==> config.mk <==
export PLATFORM = sky130hd
export DESIGN_NAME = utf8_stream_decoder_core
export DESIGN_NICKNAME = d
export VERILOG_FILES = /design/src/hw/rtl/u8d_pkg.sv /design/src/hw/rtl/u8d_front.sv /design/src/hw/rtl/u8d_queue.sv /design/src/hw/rtl/u8d_back.sv /design/src/hw/rtl/utf8_stream_decoder_core.sv
export SDC_FILE = /design/constraint.sdc
export NUM_CORES = 1
export LEC_CHECK = 0
export ABC_AREA = 1
export BUFFER_PORTS_ARGS = -buffer_cell sky130_fd_sc_hd__buf_4
export CAP_MARGIN = 0
export CORE_UTILIZATION = 55
export DETAILED_ROUTE_END_ITERATION = 16
export PLACE_DENSITY = 0.73
export SYNTH_ARGS = -nofsm -noshare
export SYNTH_HDL_FRONTEND = slang
export SYNTH_SLANG_ARGS = --single-unit
export TNS_END_PERCENT = 10
==> constraint.sdc <==
create_clock -name clock -period 8.8 [get_ports clock]
set_input_delay 0.44 -clock clock [delete_from_list [all_inputs] [get_ports clock]]
set_output_delay 0.44 -clock clock [all_outputs]
set_load 0.01 [all_outputs]
==> src/hw/rtl/u8d_pkg.sv <==
// ----------------------------------------------------------------------------
// u8d_pkg
// Shared types and constants for the UTF-8 stream decoder.
// ----------------------------------------------------------------------------
package u8d_pkg;

   localparam int BYTE_W  = 8;
   localparam int CODE_W  = 21;
   localparam int CSR_IDX_W = 1;

   localparam int QUEUE_DEPTH_DEFAULT = 4;

   localparam logic [CODE_W-1:0] REPLACEMENT_RESET = 21'h00FFFD;
   localparam logic [CODE_W-1:0] CODE_LIMIT_RESET  = 21'h10FFFF;

   localparam logic [CSR_IDX_W-1:0] CSR_REPLACEMENT_CODE = 1'd0;
   localparam logic [CSR_IDX_W-1:0] CSR_CODE_LIMIT       = 1'd1;

   // Byte classification constants.
   localparam logic [BYTE_W-1:0] LEAD_C0  = 8'hC0;
   localparam logic [BYTE_W-1:0] LEAD_C1  = 8'hC1;
   localparam logic [BYTE_W-1:0] LEAD_F5  = 8'hF5;

   // What a command finishes with, after its replacements.
   typedef enum logic [1:0] {
      KIND_NONE,
      KIND_VALUE,
      KIND_REPLACE
   } u8d_kind_type;

   typedef struct packed {
      logic [1:0]        rep_count;
      u8d_kind_type      kind;
      logic [CODE_W-1:0] value;
   } u8d_cmd_type;

endpackage

==> src/hw/rtl/u8d_front.sv <==
// ----------------------------------------------------------------------------
// u8d_front
// Accepts bytes, tracks the open sequence and turns each byte into a command, pushing only those that give output.
// ----------------------------------------------------------------------------
module u8d_front
   import u8d_pkg::*;
(
   input  logic              clock,
   input  logic              reset,
   input  logic              req_tvalid,
   output logic              req_tready,
   input  logic [BYTE_W-1:0] req_tdata,     // [7:0] byte_in
   input  logic              queue_full,
   output logic              push_valid,
   output u8d_cmd_type       push_cmd
);

   logic [CODE_W-1:0] partial_ff, partial_in;
   logic [1:0]        expected_ff, expected_in;
   logic [1:0]        held_ff, held_in;
   logic              accept;
   logic              is_cont;
   logic              bad_lead;
   u8d_cmd_type       cmd;

   assign req_tready = !queue_full;
   assign accept     = req_tvalid && req_tready;
   assign is_cont    = (req_tdata[7:6] == 2'b10);
   assign bad_lead   = is_cont || (req_tdata == LEAD_C0) || (req_tdata == LEAD_C1)
                       || (req_tdata >= LEAD_F5);

   always_comb begin
      partial_in    = partial_ff;
      expected_in   = expected_ff;
      held_in       = held_ff;
      cmd.rep_count = 2'd0;
      cmd.kind      = KIND_NONE;
      cmd.value     = '0;
      if (expected_ff != 2'd0 && is_cont) begin
         if (expected_ff == 2'd1) begin
            cmd.kind    = KIND_VALUE;
            cmd.value   = {partial_ff[CODE_W-7:0], req_tdata[5:0]};
            partial_in  = '0;
            expected_in = 2'd0;
            held_in     = 2'd0;
         end else begin
            partial_in  = {partial_ff[CODE_W-7:0], req_tdata[5:0]};
            expected_in = 2'(expected_ff - 2'd1);
            held_in     = 2'(held_ff + 2'd1);
         end
      end else begin
         // An interrupted sequence is flushed with one replacement per byte held.
         if (expected_ff != 2'd0) begin
            cmd.rep_count = held_ff;
         end
         partial_in  = '0;
         expected_in = 2'd0;
         held_in     = 2'd0;
         if (bad_lead) begin
            cmd.kind = KIND_REPLACE;
         end else if (!req_tdata[7]) begin
            cmd.kind  = KIND_VALUE;
            cmd.value = CODE_W'(req_tdata);
         end else if (req_tdata[7:5] == 3'b110) begin
            partial_in  = CODE_W'(req_tdata[4:0]);
            expected_in = 2'd1;
            held_in     = 2'd1;
         end else if (req_tdata[7:4] == 4'b1110) begin
            partial_in  = CODE_W'(req_tdata[3:0]);
            expected_in = 2'd2;
            held_in     = 2'd1;
         end else begin
            partial_in  = CODE_W'(req_tdata[2:0]);
            expected_in = 2'd3;
            held_in     = 2'd1;
         end
      end
   end

   assign push_valid = accept && ((cmd.rep_count != 2'd0) || (cmd.kind != KIND_NONE));
   assign push_cmd   = cmd;

   always_ff @(posedge clock) begin
      if (reset) begin
         partial_ff  <= '0;
         expected_ff <= 2'd0;
         held_ff     <= 2'd0;
      end else if (accept) begin
         partial_ff  <= partial_in;
         expected_ff <= expected_in;
         held_ff     <= held_in;
      end
   end

endmodule

==> src/hw/rtl/u8d_queue.sv <==
// ----------------------------------------------------------------------------
// u8d_queue
// Small command queue between the front and back parts.
// ----------------------------------------------------------------------------
module u8d_queue
   import u8d_pkg::*;
#(
   parameter int DEPTH = QUEUE_DEPTH_DEFAULT
)(
   input  logic        clock,
   input  logic        reset,
   input  logic        push_valid,
   input  u8d_cmd_type push_cmd,
   output logic        full,
   input  logic        pop,
   output logic        head_valid,
   output u8d_cmd_type head_cmd
);

   localparam int PTR_W = (DEPTH > 1) ? $clog2(DEPTH) : 1;
   localparam int CNT_W = $clog2(DEPTH + 1);

   u8d_cmd_type      entry_ff [DEPTH];
   logic [PTR_W-1:0] wr_ptr_ff, wr_ptr_in;
   logic [PTR_W-1:0] rd_ptr_ff, rd_ptr_in;
   logic [CNT_W-1:0] count_ff, count_in;
   logic             do_push;
   logic             do_pop;

   assign full       = (count_ff == CNT_W'(DEPTH));
   assign head_valid = (count_ff != '0);
   assign head_cmd   = entry_ff[rd_ptr_ff];
   assign do_push    = push_valid && !full;
   assign do_pop     = pop && head_valid;

   always_comb begin
      wr_ptr_in = wr_ptr_ff;
      rd_ptr_in = rd_ptr_ff;
      count_in  = count_ff;
      if (do_push) begin
         wr_ptr_in = (wr_ptr_ff == PTR_W'(DEPTH - 1)) ? '0 : PTR_W'(wr_ptr_ff + 1'b1);
      end
      if (do_pop) begin
         rd_ptr_in = (rd_ptr_ff == PTR_W'(DEPTH - 1)) ? '0 : PTR_W'(rd_ptr_ff + 1'b1);
      end
      if (do_push && !do_pop) begin
         count_in = CNT_W'(count_ff + 1'b1);
      end else if (do_pop && !do_push) begin
         count_in = CNT_W'(count_ff - 1'b1);
      end
   end

   always_ff @(posedge clock) begin
      if (reset) begin
         wr_ptr_ff <= '0;
         rd_ptr_ff <= '0;
         count_ff  <= '0;
      end else begin
         wr_ptr_ff <= wr_ptr_in;
         rd_ptr_ff <= rd_ptr_in;
         count_ff  <= count_in;
      end
   end

   always_ff @(posedge clock) begin
      if (do_push) begin
         entry_ff[wr_ptr_ff] <= push_cmd;
      end
   end

endmodule

==> src/hw/rtl/u8d_back.sv <==
// ----------------------------------------------------------------------------
// u8d_back
// Expands queued commands into result transactions through an output register.
// ----------------------------------------------------------------------------
module u8d_back
   import u8d_pkg::*;
(
   input  logic                clock,
   input  logic                reset,
   input  logic [CODE_W-1:0]   replacement_code,
   input  logic [CODE_W-1:0]   code_limit,
   input  logic                head_valid,
   input  u8d_cmd_type         head_cmd,
   output logic                pop,
   output logic                rsp_tvalid,
   input  logic                rsp_tready,
   output logic [23:0]         rsp_tdata,   // [20:0] code_point, [23:21] zero
   output logic [0:0]          rsp_tuser,   // [0] was_replaced
   output logic                rsp_tlast    // last_of_run
);

   logic              valid_ff, valid_in;
   logic [CODE_W-1:0] code_ff, code_in;
   logic              repl_ff, repl_in;
   logic              last_ff, last_in;
   logic [1:0]        idx_ff, idx_in;
   logic              slot_free;
   logic              load;

   assign slot_free = !valid_ff || rsp_tready;

   always_comb begin
      pop     = 1'b0;
      load    = 1'b0;
      idx_in  = idx_ff;
      code_in = code_ff;
      repl_in = repl_ff;
      last_in = last_ff;
      if (slot_free && head_valid) begin
         if (idx_ff != head_cmd.rep_count) begin
            load    = 1'b1;
            code_in = replacement_code;
            repl_in = 1'b1;
            last_in = 1'b0;
            // With nothing to follow the last replacement, retire the command now.
            if ((2'(idx_ff + 2'd1) == head_cmd.rep_count) && (head_cmd.kind == KIND_NONE)) begin
               pop    = 1'b1;
               idx_in = 2'd0;
            end else begin
               idx_in = 2'(idx_ff + 2'd1);
            end
         end else begin
            pop    = 1'b1;
            idx_in = 2'd0;
            case (head_cmd.kind)
               KIND_VALUE: begin
                  load    = 1'b1;
                  last_in = 1'b1;
                  if (head_cmd.value > code_limit) begin
                     code_in = replacement_code;
                     repl_in = 1'b1;
                  end else begin
                     code_in = head_cmd.value;
                     repl_in = 1'b0;
                  end
               end
               KIND_REPLACE: begin
                  load    = 1'b1;
                  last_in = 1'b1;
                  code_in = replacement_code;
                  repl_in = 1'b1;
               end
               default: begin
                  load = 1'b0;
               end
            endcase
         end
      end
      if (load) begin
         valid_in = 1'b1;
      end else if (rsp_tready) begin
         valid_in = 1'b0;
      end else begin
         valid_in = valid_ff;
      end
   end

   always_ff @(posedge clock) begin
      if (reset) begin
         valid_ff <= 1'b0;
         idx_ff   <= 2'd0;
      end else begin
         valid_ff <= valid_in;
         idx_ff   <= idx_in;
      end
   end

   always_ff @(posedge clock) begin
      if (load) begin
         code_ff <= code_in;
         repl_ff <= repl_in;
         last_ff <= last_in;
      end
   end

   assign rsp_tvalid = valid_ff;
   assign rsp_tdata  = {3'b000, code_ff};
   assign rsp_tuser  = repl_ff;
   assign rsp_tlast  = last_ff;

endmodule

==> src/hw/rtl/utf8_stream_decoder_core.sv <==
// ----------------------------------------------------------------------------
// utf8_stream_decoder_core
// Byte-serial UTF-8 decoder: one byte in, zero to four code points out.
// ----------------------------------------------------------------------------
// A result passes through the command queue and then the output register.
// Throughput: one byte per cycle while the command queue is not full; the back
// part emits a byte's results one after another, the command queue
// (QUEUE_DEPTH entries) absorbing the difference until it fills.
// Reset is synchronous: sequence state and queue clear, registers return to
// their defaults, and the block accepts bytes on the next cycle.
module utf8_stream_decoder_core
   import u8d_pkg::*;
#(
   parameter int QUEUE_DEPTH = QUEUE_DEPTH_DEFAULT
)(
   input  logic                 clock,
   input  logic                 reset,
   input  logic                 req_tvalid,
   output logic                 req_tready,
   input  logic [BYTE_W-1:0]    req_tdata,   // [7:0] byte_in
   output logic                 rsp_tvalid,
   input  logic                 rsp_tready,
   output logic [23:0]          rsp_tdata,   // [20:0] code_point, [23:21] zero
   output logic [0:0]           rsp_tuser,   // [0] was_replaced
   output logic                 rsp_tlast,   // last_of_run
   input  logic                 csr_we,
   input  logic [CSR_IDX_W-1:0] csr_index,
   input  logic [CODE_W-1:0]    csr_wdata
);

   logic [CODE_W-1:0] replacement_ff;
   logic [CODE_W-1:0] limit_ff;
   logic              queue_full;
   logic              push_valid;
   u8d_cmd_type       push_cmd;
   logic              pop;
   logic              head_valid;
   u8d_cmd_type       head_cmd;

   always_ff @(posedge clock) begin
      if (reset) begin
         replacement_ff <= REPLACEMENT_RESET;
         limit_ff       <= CODE_LIMIT_RESET;
      end else if (csr_we) begin
         case (csr_index)
            CSR_REPLACEMENT_CODE: replacement_ff <= csr_wdata;
            CSR_CODE_LIMIT:       limit_ff       <= csr_wdata;
            default: begin
            end
         endcase
      end
   end

   u8d_front u_front (
      .clock      (clock),
      .reset      (reset),
      .req_tvalid (req_tvalid),
      .req_tready (req_tready),
      .req_tdata  (req_tdata),
      .queue_full (queue_full),
      .push_valid (push_valid),
      .push_cmd   (push_cmd)
   );

   u8d_queue #(
      .DEPTH (QUEUE_DEPTH)
   ) u_queue (
      .clock      (clock),
      .reset      (reset),
      .push_valid (push_valid),
      .push_cmd   (push_cmd),
      .full       (queue_full),
      .pop        (pop),
      .head_valid (head_valid),
      .head_cmd   (head_cmd)
   );

   u8d_back u_back (
      .clock            (clock),
      .reset            (reset),
      .replacement_code (replacement_ff),
      .code_limit       (limit_ff),
      .head_valid       (head_valid),
      .head_cmd         (head_cmd),
      .pop              (pop),
      .rsp_tvalid       (rsp_tvalid),
      .rsp_tready       (rsp_tready),
      .rsp_tdata        (rsp_tdata),
      .rsp_tuser        (rsp_tuser),
      .rsp_tlast        (rsp_tlast)
   );

endmodule

# Word-level counts from Yosys, hierarchy flattened
# Memory sizes are Yosys's and may differ from the RTL's. A register that Yosys moved wholly into a read port is not among the register bits.
# Index checks and enable logic that the tools add are counted.
[totals] register_bits=94 ramBits=100 output_inout_bits=28 wordCells=116 memories=1
[op_classes] n_addsub=7 order_cmp=2 eq_ne=13 mux=47 bitwise_logic=1 n_reduce_logical=32
[mem_list] name="u_queue.entry_ff" words=4 width=25 rd=1 rd_ports_with_merged_regs=1 write_ports=1 line_no="u8d_queue.sv:23" text="u8d_cmd_type entry_ff [DEPTH];"
[op_table] cell="two-way mux 15 bit" n=5
[op_table] cell="two-way mux 21 bit" n=3
[op_table] cell="two-way mux 22 bit" n=2
[op_table] cell="one-hot mux 21 bit (2 select lines)" n=1
[op_table] cell="two-way mux 2 bit" n=17
[op_table] cell="two-way mux 23 bit" n=1
[op_table] cell="> comparator 21 bit" n=1
[op_table] cell="== test 8 bit (second input constant)" n=2
[op_table] cell="two-way mux 1 bit" n=14
[op_table] cell="nonzero test 2 bit" n=6
[op_table] cell="logical AND 1 bit" n=9
[op_table] cell="adder 2 x 1 -> 2 bit (second input constant)" n=4
[op_table] cell="== test 2 bit (second input constant)" n=4
[op_table] cell=">= comparator 8 bit (second input constant)" n=1
[op_table] cell="== test 3 bit (second input constant)" n=2
[op_table] cell="two-way mux 3 bit" n=2
[op_table] cell="AND reduction 3 bit" n=2
[op_table] cell="nonzero test 3 bit" n=2
[op_table] cell="logical OR 1 bit" n=5
[op_table] cell="== test 2 x 1 -> 1 bit (second input constant)" n=2
[op_table] cell="== test 4 bit (second input constant)" n=1
[op_table] cell="logical NOT 1 bit" n=4
[op_table] cell="two-way mux 4 bit" n=1
[op_table] cell="AND reduction 2 bit" n=2
[op_table] cell="other kinds (9)" n=9

# Depth between registers and ports, before layout
# Gate-level depths: netlist (run 1).
[depth] depth_word=14 depth_mapped=19

# Hierarchy
# From an unflattened synthesis (run 1), not the netlist that was laid out.
[unflattened] hier_cells=931 hier_area_um2=8879.8
[by_module_without_submodules] mod="u8d_queue" n_inst=1 cells_each=312 area_each_um2=4311.6 seq_area_each_um2=3183.1
[by_module_without_submodules] mod="u8d_back" n_inst=1 cells_each=235 area_each_um2=1894.3 seq_area_each_um2=750.7
[by_module_without_submodules] mod="utf8_stream_decoder_core" n_inst=1 cells_each=200 area_each_um2=1511.4 seq_area_each_um2=840.8
[by_module_without_submodules] mod="u8d_front" n_inst=1 cells_each=184 area_each_um2=1162.4 seq_area_each_um2=380.4

# Worst setup path before layout (run 1)
# Ideal clock, no wire load.
[synth_timing] kind="register to register" start="reg u_front.expected_ff[0]" end="mem u_queue.entry_ff[0][0] (netlist name), enable pin" setup_time_ns=0.407 arrival_ns=2.403 required_ns=8.393 slack_ns=5.991 path_stages_with_launch=9 period_less_slack_ns=2.809 path_cell_list="dfxtp_1 -> ha_1 -> clkbuf_1 -> nand2_1 -> nand2_1 -> nor3_1 -> nand2_1 -> nand2_1 -> nor2_1"
[synth_lines] element="start, declared" line_no="u8d_front.sv:19" text="logic [1:0] expected_ff, expected_in;"
[synth_lines] element="start signal, assigned" line_no="u8d_front.sv:90" text="expected_ff <= expected_in;"
[synth_lines] element="end, declared" line_no="u8d_queue.sv:23"

==> results of run 1 <==
==> layout make-up <==
cell class	count	area share [%]
sequential	196	53.5
multi-input combinational	570	29.9
timing repair buffer	66	5.14
clock buffer	18	4.67
inverter	75	2.92
tap	188	2.44
clock inverter	14	1.42
==> power breakdown <==
group          total, mW  internal (mW)  switching, mW
Sequential          1.21           1.16         0.0557
Clock              0.767          0.415          0.352
Combinational       1.08          0.352          0.725
==> worst max-delay path by stage <==
stage                           startpoint                endpoint  depth (start not counted)
floorplan           u_front.expected_ff[0]  u_queue.entry_ff[0][0]                          8
global placement                  register       u_back.code_ff[8]                         14
detailed placement                register      u_back.code_ff[17]                         14
CTS                               register      u_back.code_ff[17]                         14
global route                      register       u_back.code_ff[9]                         14
finish                            register      u_back.code_ff[17]                         15
==> stage by stage <==
| step | std cells | worst slack, ns |
|---|---|---|
| floorplan | 885 | 5.99 |
| global placement | 1095 | 4.96 |
| detailed placement | 1095 | 4.90 |
| CTS | 1127 | 4.88 |
| global route | 1127 | 4.52 |
| finish | 1127 | 4.88 |
==> placed cells by master (no fill, tap or decap), types with 3 or more instances in the layout <==
cell type	instances
nand2_1	210
edfxtp_1	123
nor2_1	96
dfxtp_1	73
inv_1	70
buf_4	66
o21ai_0	52
nand3_1	52
a21oi_1	41
ha_1	31
o22ai_1	20
clkbuf_16	18
o211ai_1	17
o21ai_1	10
nand4_1	7
inv_6	7
nor3_1	6
nor2_2	5
inv_2	4
nand3_2	3
conb_1	3
==> cell families after synthesis <==
kind of cell | after synthesis | share of synthesized area [%]
adders and majority gates | 32 | 4.78
AOI/OAI and AO/OA | 148 | 9.79
xor gates and xnor gates | 1 | 0.103
buffers and inverters | 119 | 5.94
other | 1 | 0.0440
DFF | 196 | 60.5
and+or+nand+nor | 386 | 18.9
==> sequential cells by signal, indices dropped and copies added, names as in the netlist, 3 cells and up, named ones only <==
name,count
limit_ff,21
replacement_ff,21
u_back.code_ff,21
u_front.partial_ff,15
u_queue.count_ff,3
u_queue.entry_ff,100
==> worst min-delay path, cell delays in order <==
cell and delay, ns:
buf_4 0.09, nand2_1 0.04, nand3_1 0.06
==> routing by layer <==
layer	up-vias	GRT usage (%)	share of wire (%)
li1	3067	-	-
met1	2809	31.5	48
met2	178	34.1	44
met3	23	5.27	6.2
met4	0	7.44	1.7
met5	-	0	0
==> run_results.csv, run 1 <==
group,metric,value,unit
outcome,status,"finished clean",
synthesis,yosysTopAreaCellShare,43.3,%
floorplanning,die_h,127,um
power,peakVddDrop,178,uV
finish,final_cell_area,9640,um2
clock_tree,ctsRootBufferMaster,"clkbuf_16",
critical_path,crit_top_cell,"nand2_1",
route,wirelength,16800,um
floorplanning,io_pins,63,
route,antenna_left,0,
sta,period_share,44.6,%
sta,worstMarginPinSlew,0.966,ns
min_path,holdPathStages,3,
route,drtIter0Drc,613,
synthesis,synth_edf_count,123,
finish,final_util,63.6,%
min_path,hp-class,"primary input to register",
synthesis,synthTopCellsByCount,"210 x nand2_1, 123 x edfxtp_1, 100 x nor2_1, 73 x dfxtp_1, 70 x inv_1",
clock_tree,ctsHoldBuffers,0,
sta,slew_violations,0,
critical_path,cpMaxStageDelayCell,"inv_2",
finish,final_nets,993,
synthesis,synth_area_leader_cell,"edfxtp_1",
critical_path,cp-start-kind,"register",
synthesis,syn_inst,883,
synthesis,ys_ff_latch,196,
global_routing,grt_overflow_total,0,
synthesis,synthFlopType,"edfxtp_1",
critical_path,cp.arrival,4.11,ns
synthesis,ys_seq_area_share,60.5,%
route,drc,0,
sta,worst_hold_slack,0.223,ns
synthesis,synth_area,8530,um2
floorplanning,fp.dieArea,16000,um2
clock_tree,htreeDepth,4,
clock_tree,cts_num_sinks,196,
clock_tree,cts_tree,"done",
power,finalPower,3.06,mW
critical_path,r2r-end,"u_back.code_ff[17]",
power,p_per_area,317,nW/um2
clock_tree,post_cts_buffers,0,
finish,multi_input_area,2880,um2
critical_path,setup.worst_path.class,"register to register",
synthesis,yosysMostFrequentCell,"nand2_1",
critical_path,end_kind,"register",
clock_tree,clk_latency,0.44,ns
min_path,hp-start,"csr_wdata[2]",
min_path,min_to,"replacement_ff[2]",
synthesis,synth_cell_types,37,
critical_path,crit_chain,"buf_4 -> inv_2 -> o21ai_0 -> o22ai_1 -> ha_1 -> nand2_1 -> inv_1 -> o21ai_0 -> nand3_1 -> nand2_1 -> nand3_1 -> nand2_1 -> nand2_4 -> nand2_1 -> nand2_1",
route,drt-pass1-iter-count,5,
route,vias,6077,
power,power.leakage,3.96,nW
critical_path,cp.required,8.99,ns
critical_path,max_stage_delay,0.66,ns
critical_path,reg2reg_depth,15,
clock_tree,clkTransAtPathRegs,0.07,ns
global_routing,grt_max_degree,55,
finish,seq_area,5150,um2
synthesis,asyncSetResetFlopFracSynth,0,%
global_routing,antenna_found_initial,0,
sta,max_freq,0.255,GHz
sta,setup_viol,0,
synthesis,yosysWarnings,0,
floorplanning,die-width,127,um
critical_path,r2r_slack,4.88,ns
place,io_buffers,59,
sta,rsz0062_at_grt,"false",
place,gp_congestion,0.850,
route,wl_per_cell,14.9,um
finish,drive_gt1_share,12.4,%
global_routing,grt_pass1_wl,27500,um
finish,nFillCells,1254,
clock_tree,cts_buffer_depth,2,
clock_tree,cts_inserted_buffers,17,
critical_path,cp_top_family,"simple AND/OR/NAND/NOR gates",
sta,hold_viol,0,
place,placedInstanceArea,9050,um2
critical_path,path_buf_inv,3,
critical_path,critPathMaxFanout,51,
floorplanning,core_area,15100,um2
floorplanning,start_util,56.3,%
route,vias_per_cell,5.39,
sta,post-route-min-period,3.92,ns
place,hpwl,11100,um
synthesis,syn_avg_cell_area,9.66,um2
sta,fin_worst_skew,0.00643,ns
global_routing,grt_pass1_vias,5459,
finish,diodes,0,
clock_tree,cts-resized-gates,0,
synthesis,synth_area_leaders,"edfxtp_1 43%, dfxtp_1 17%, nand2_1 9.2%",
finish,syn2layout_area_growth,13.0,%
global_routing,grtUsageTotal,22.3,%
flow_run,maxCapViolations,0,
sta,finalSetupTns,0,ns
floorplanning,rows,45,
sta,max-slew-margin-rel,35.5,%
No activity file was read; power rests on OpenSTA's default activity.
==> inputs of run 2 (changes only) <==
==> constraint.sdc (replaced) <==
create_clock -name clock -period 3.7 [get_ports clock]
set_input_delay 0.185 -clock clock [delete_from_list [all_inputs] [get_ports clock]]
set_output_delay 0.185 -clock clock [all_outputs]
set_load 0.01 [all_outputs]
==> run 2 against run 1 <==
Core utilization is 1.5 points higher. Cell count rose by 2.4%. Power increased by 140%. Setup slack got worse by 4.2 ns. Combinational power grew to 2.5 times the previous value.
==> run_results.csv, run 2 (synthesized netlist as in run 1, its figures left out) <==
group,metric,value,unit
floorplanning,die-width,127,um
finish,top_register,"u_queue.entry_ff",
finish,nFillCells,1217,
min_path,hp-class,"primary input to register",
finish,multi_input_area,2880,um2
clock_tree,clkTransAtPathRegs,0.07,ns
floorplanning,die_h,127,um
clock_tree,htreeDepth,4,
clock_tree,cts_tree,"done",
place,gp_congestion,0.883,
power,peakVddDrop,502,uV
global_routing,grt_pass1_wl,28700,um
place,dp_slack,0.740,ns
critical_path,cp.required,4.07,ns
global_routing,grt_max_degree,51,
floorplanning,rows,45,
sta,max-slew-margin-rel,33.3,%
global_routing,grtUsageTotal,23.2,%
critical_path,critPathMaxFanout,18,
place,hpwl,11400,um
floorplanning,core_area,15100,um2
sta,fin_worst_skew,0.00791,ns
clock_tree,cts_num_sinks,196,
power,p_per_area,740,nW/um2
floorplanning,start_util,56.3,%
sta,worstMarginPinSlew,1.00,ns
global_routing,met3_usage,4.34,%
route,vias_per_cell,5.38,
global_routing,grt_overflow_total,0,
clock_tree,cts_buffer_depth,2,
finish,seq_area,5150,um2
floorplanning,fp.dieArea,16000,um2
global_routing,antenna_found_initial,0,
route,wl_per_cell,15.3,um
clock_tree,clk_latency,0.43,ns
route,vias,6212,
finish,final_common_cell,"nand2_1",
route,wirelength,17700,um
finish,final_cell_count_no_fill,1154,
global_routing,grt_pass1_vias,5735,
route,drtIter0Drc,563,
global_routing,use_met2,38.3,%
place,place_inst,1102,
place,placedInstanceArea,9100,um2
finish,largest_register_ffs,100,
finish,diodes,0,
outcome,status,"finished clean",
sta,max_freq,0.336,GHz
critical_path,end_kind,"register",
power,finalPower,7.29,mW
global_routing,met1_usage,31.7,%
sta,worst_hold_slack,0.0163,ns
finish,drive_gt1_share,12.5,%
sta,fin_ws,0.724,ns
sta,rsz0062_at_grt,"false",
floorplanning,io_pins,63,
sta,post-route-min-period,2.98,ns
sta,finalSetupTns,0,ns
route,drc,0,
clock_tree,cts-resized-gates,0,
power,power.leakage,4.07,nW
critical_path,cp.arrival,3.34,ns
min_path,hp-start,"rsp_tready",
critical_path,cp-start-kind,"register",
finish,final_util,65.1,%
critical_path,r2r_start,"u_front.expected_ff[0]",
clock_tree,cts_inserted_buffers,17,
finish,final_cell_mix,"210 x nand2_1, 123 x edfxtp_1, 96 x nor2_1, 73 x dfxtp_1, 73 x buf_4",
critical_path,timing.critical_path.from,"u_front.expected_ff[0]",
place,io_buffers,59,
finish,syn2layout_area_growth,15.6,%
clock_tree,ctsRootBufferMaster,"clkbuf_16",
sta,setup_viol,0,
finish,final_nets,1020,
critical_path,setup.worst_path.class,"register to register",
route,antenna_left,0,
route,drt-pass1-iter-count,5,
sta,period_share,80.4,%
sta,hold_viol,0,
global_routing,grt.busiest_layer,"met2",
flow_run,maxCapViolations,0,
sta,slew_violations,0,
finish,final_cell_area,9860,um2
-- run 2: critical path: stages, from the launching register on --
cell and delay, ns:
dfxtp_1 0.37, ha_1 0.56, nand2_1 0.23, nand2_1 0.23, nor3_1 0.07, nand2_1 0.17
nand2_1 0.18, inv_1 0.10, ha_1 0.13, inv_1 0.07, fa_1 0.39, nor2_1 0.12
nor2_1 0.04, nand2_1 0.07, o21ai_0 0.07, a21oi_1 0.12
-- run 2: final timing paths --
path / cells past startpoint / slack [ns] / to
worst max-delay path: 15 / 0.72 / u_queue.count_ff[2]
worst min-delay path: 4 / 0.02 / u_back.rsp_tvalid
worst max register to register: 15 / 0.72 / u_queue.count_ff[2]
worst min register to register: 2 / 0.46 / replacement_ff[5]
-- run 2: where the power goes --
part | internal, mW | leakage [nW] | total [mW] | switching (mW)
Combinational | 0.910 | 2.08 | 2.70 | 1.79
Clock | 0.936 | 0.271 | 1.74 | 0.803
Sequential | 2.75 | 1.71 | 2.85 | 0.104
-- run 2: routing by layer --
metal | routed length (um) | up-vias
met3 | 968 | 16
met5 | 0 | -
met1 | 8200 | 2885
met2 | 8360 | 188
li1 | - | 3123
met4 | 148 | 0
-- run 2: layout make-up --
class,instances,share of cell area [%]
sequential,196,52.3
tap,188,2.39
clock inverter,14,1.29
timing repair buffer,93,7.59
inverter,75,2.86
multi-input combinational,570,29.2
clock buffer,18,4.35
-- run 2: timing repair --
action,4_1_cts,5_1_grt
hold buffers,20,0
hold endpoints to repair,32,0
buffers inserted,0,0
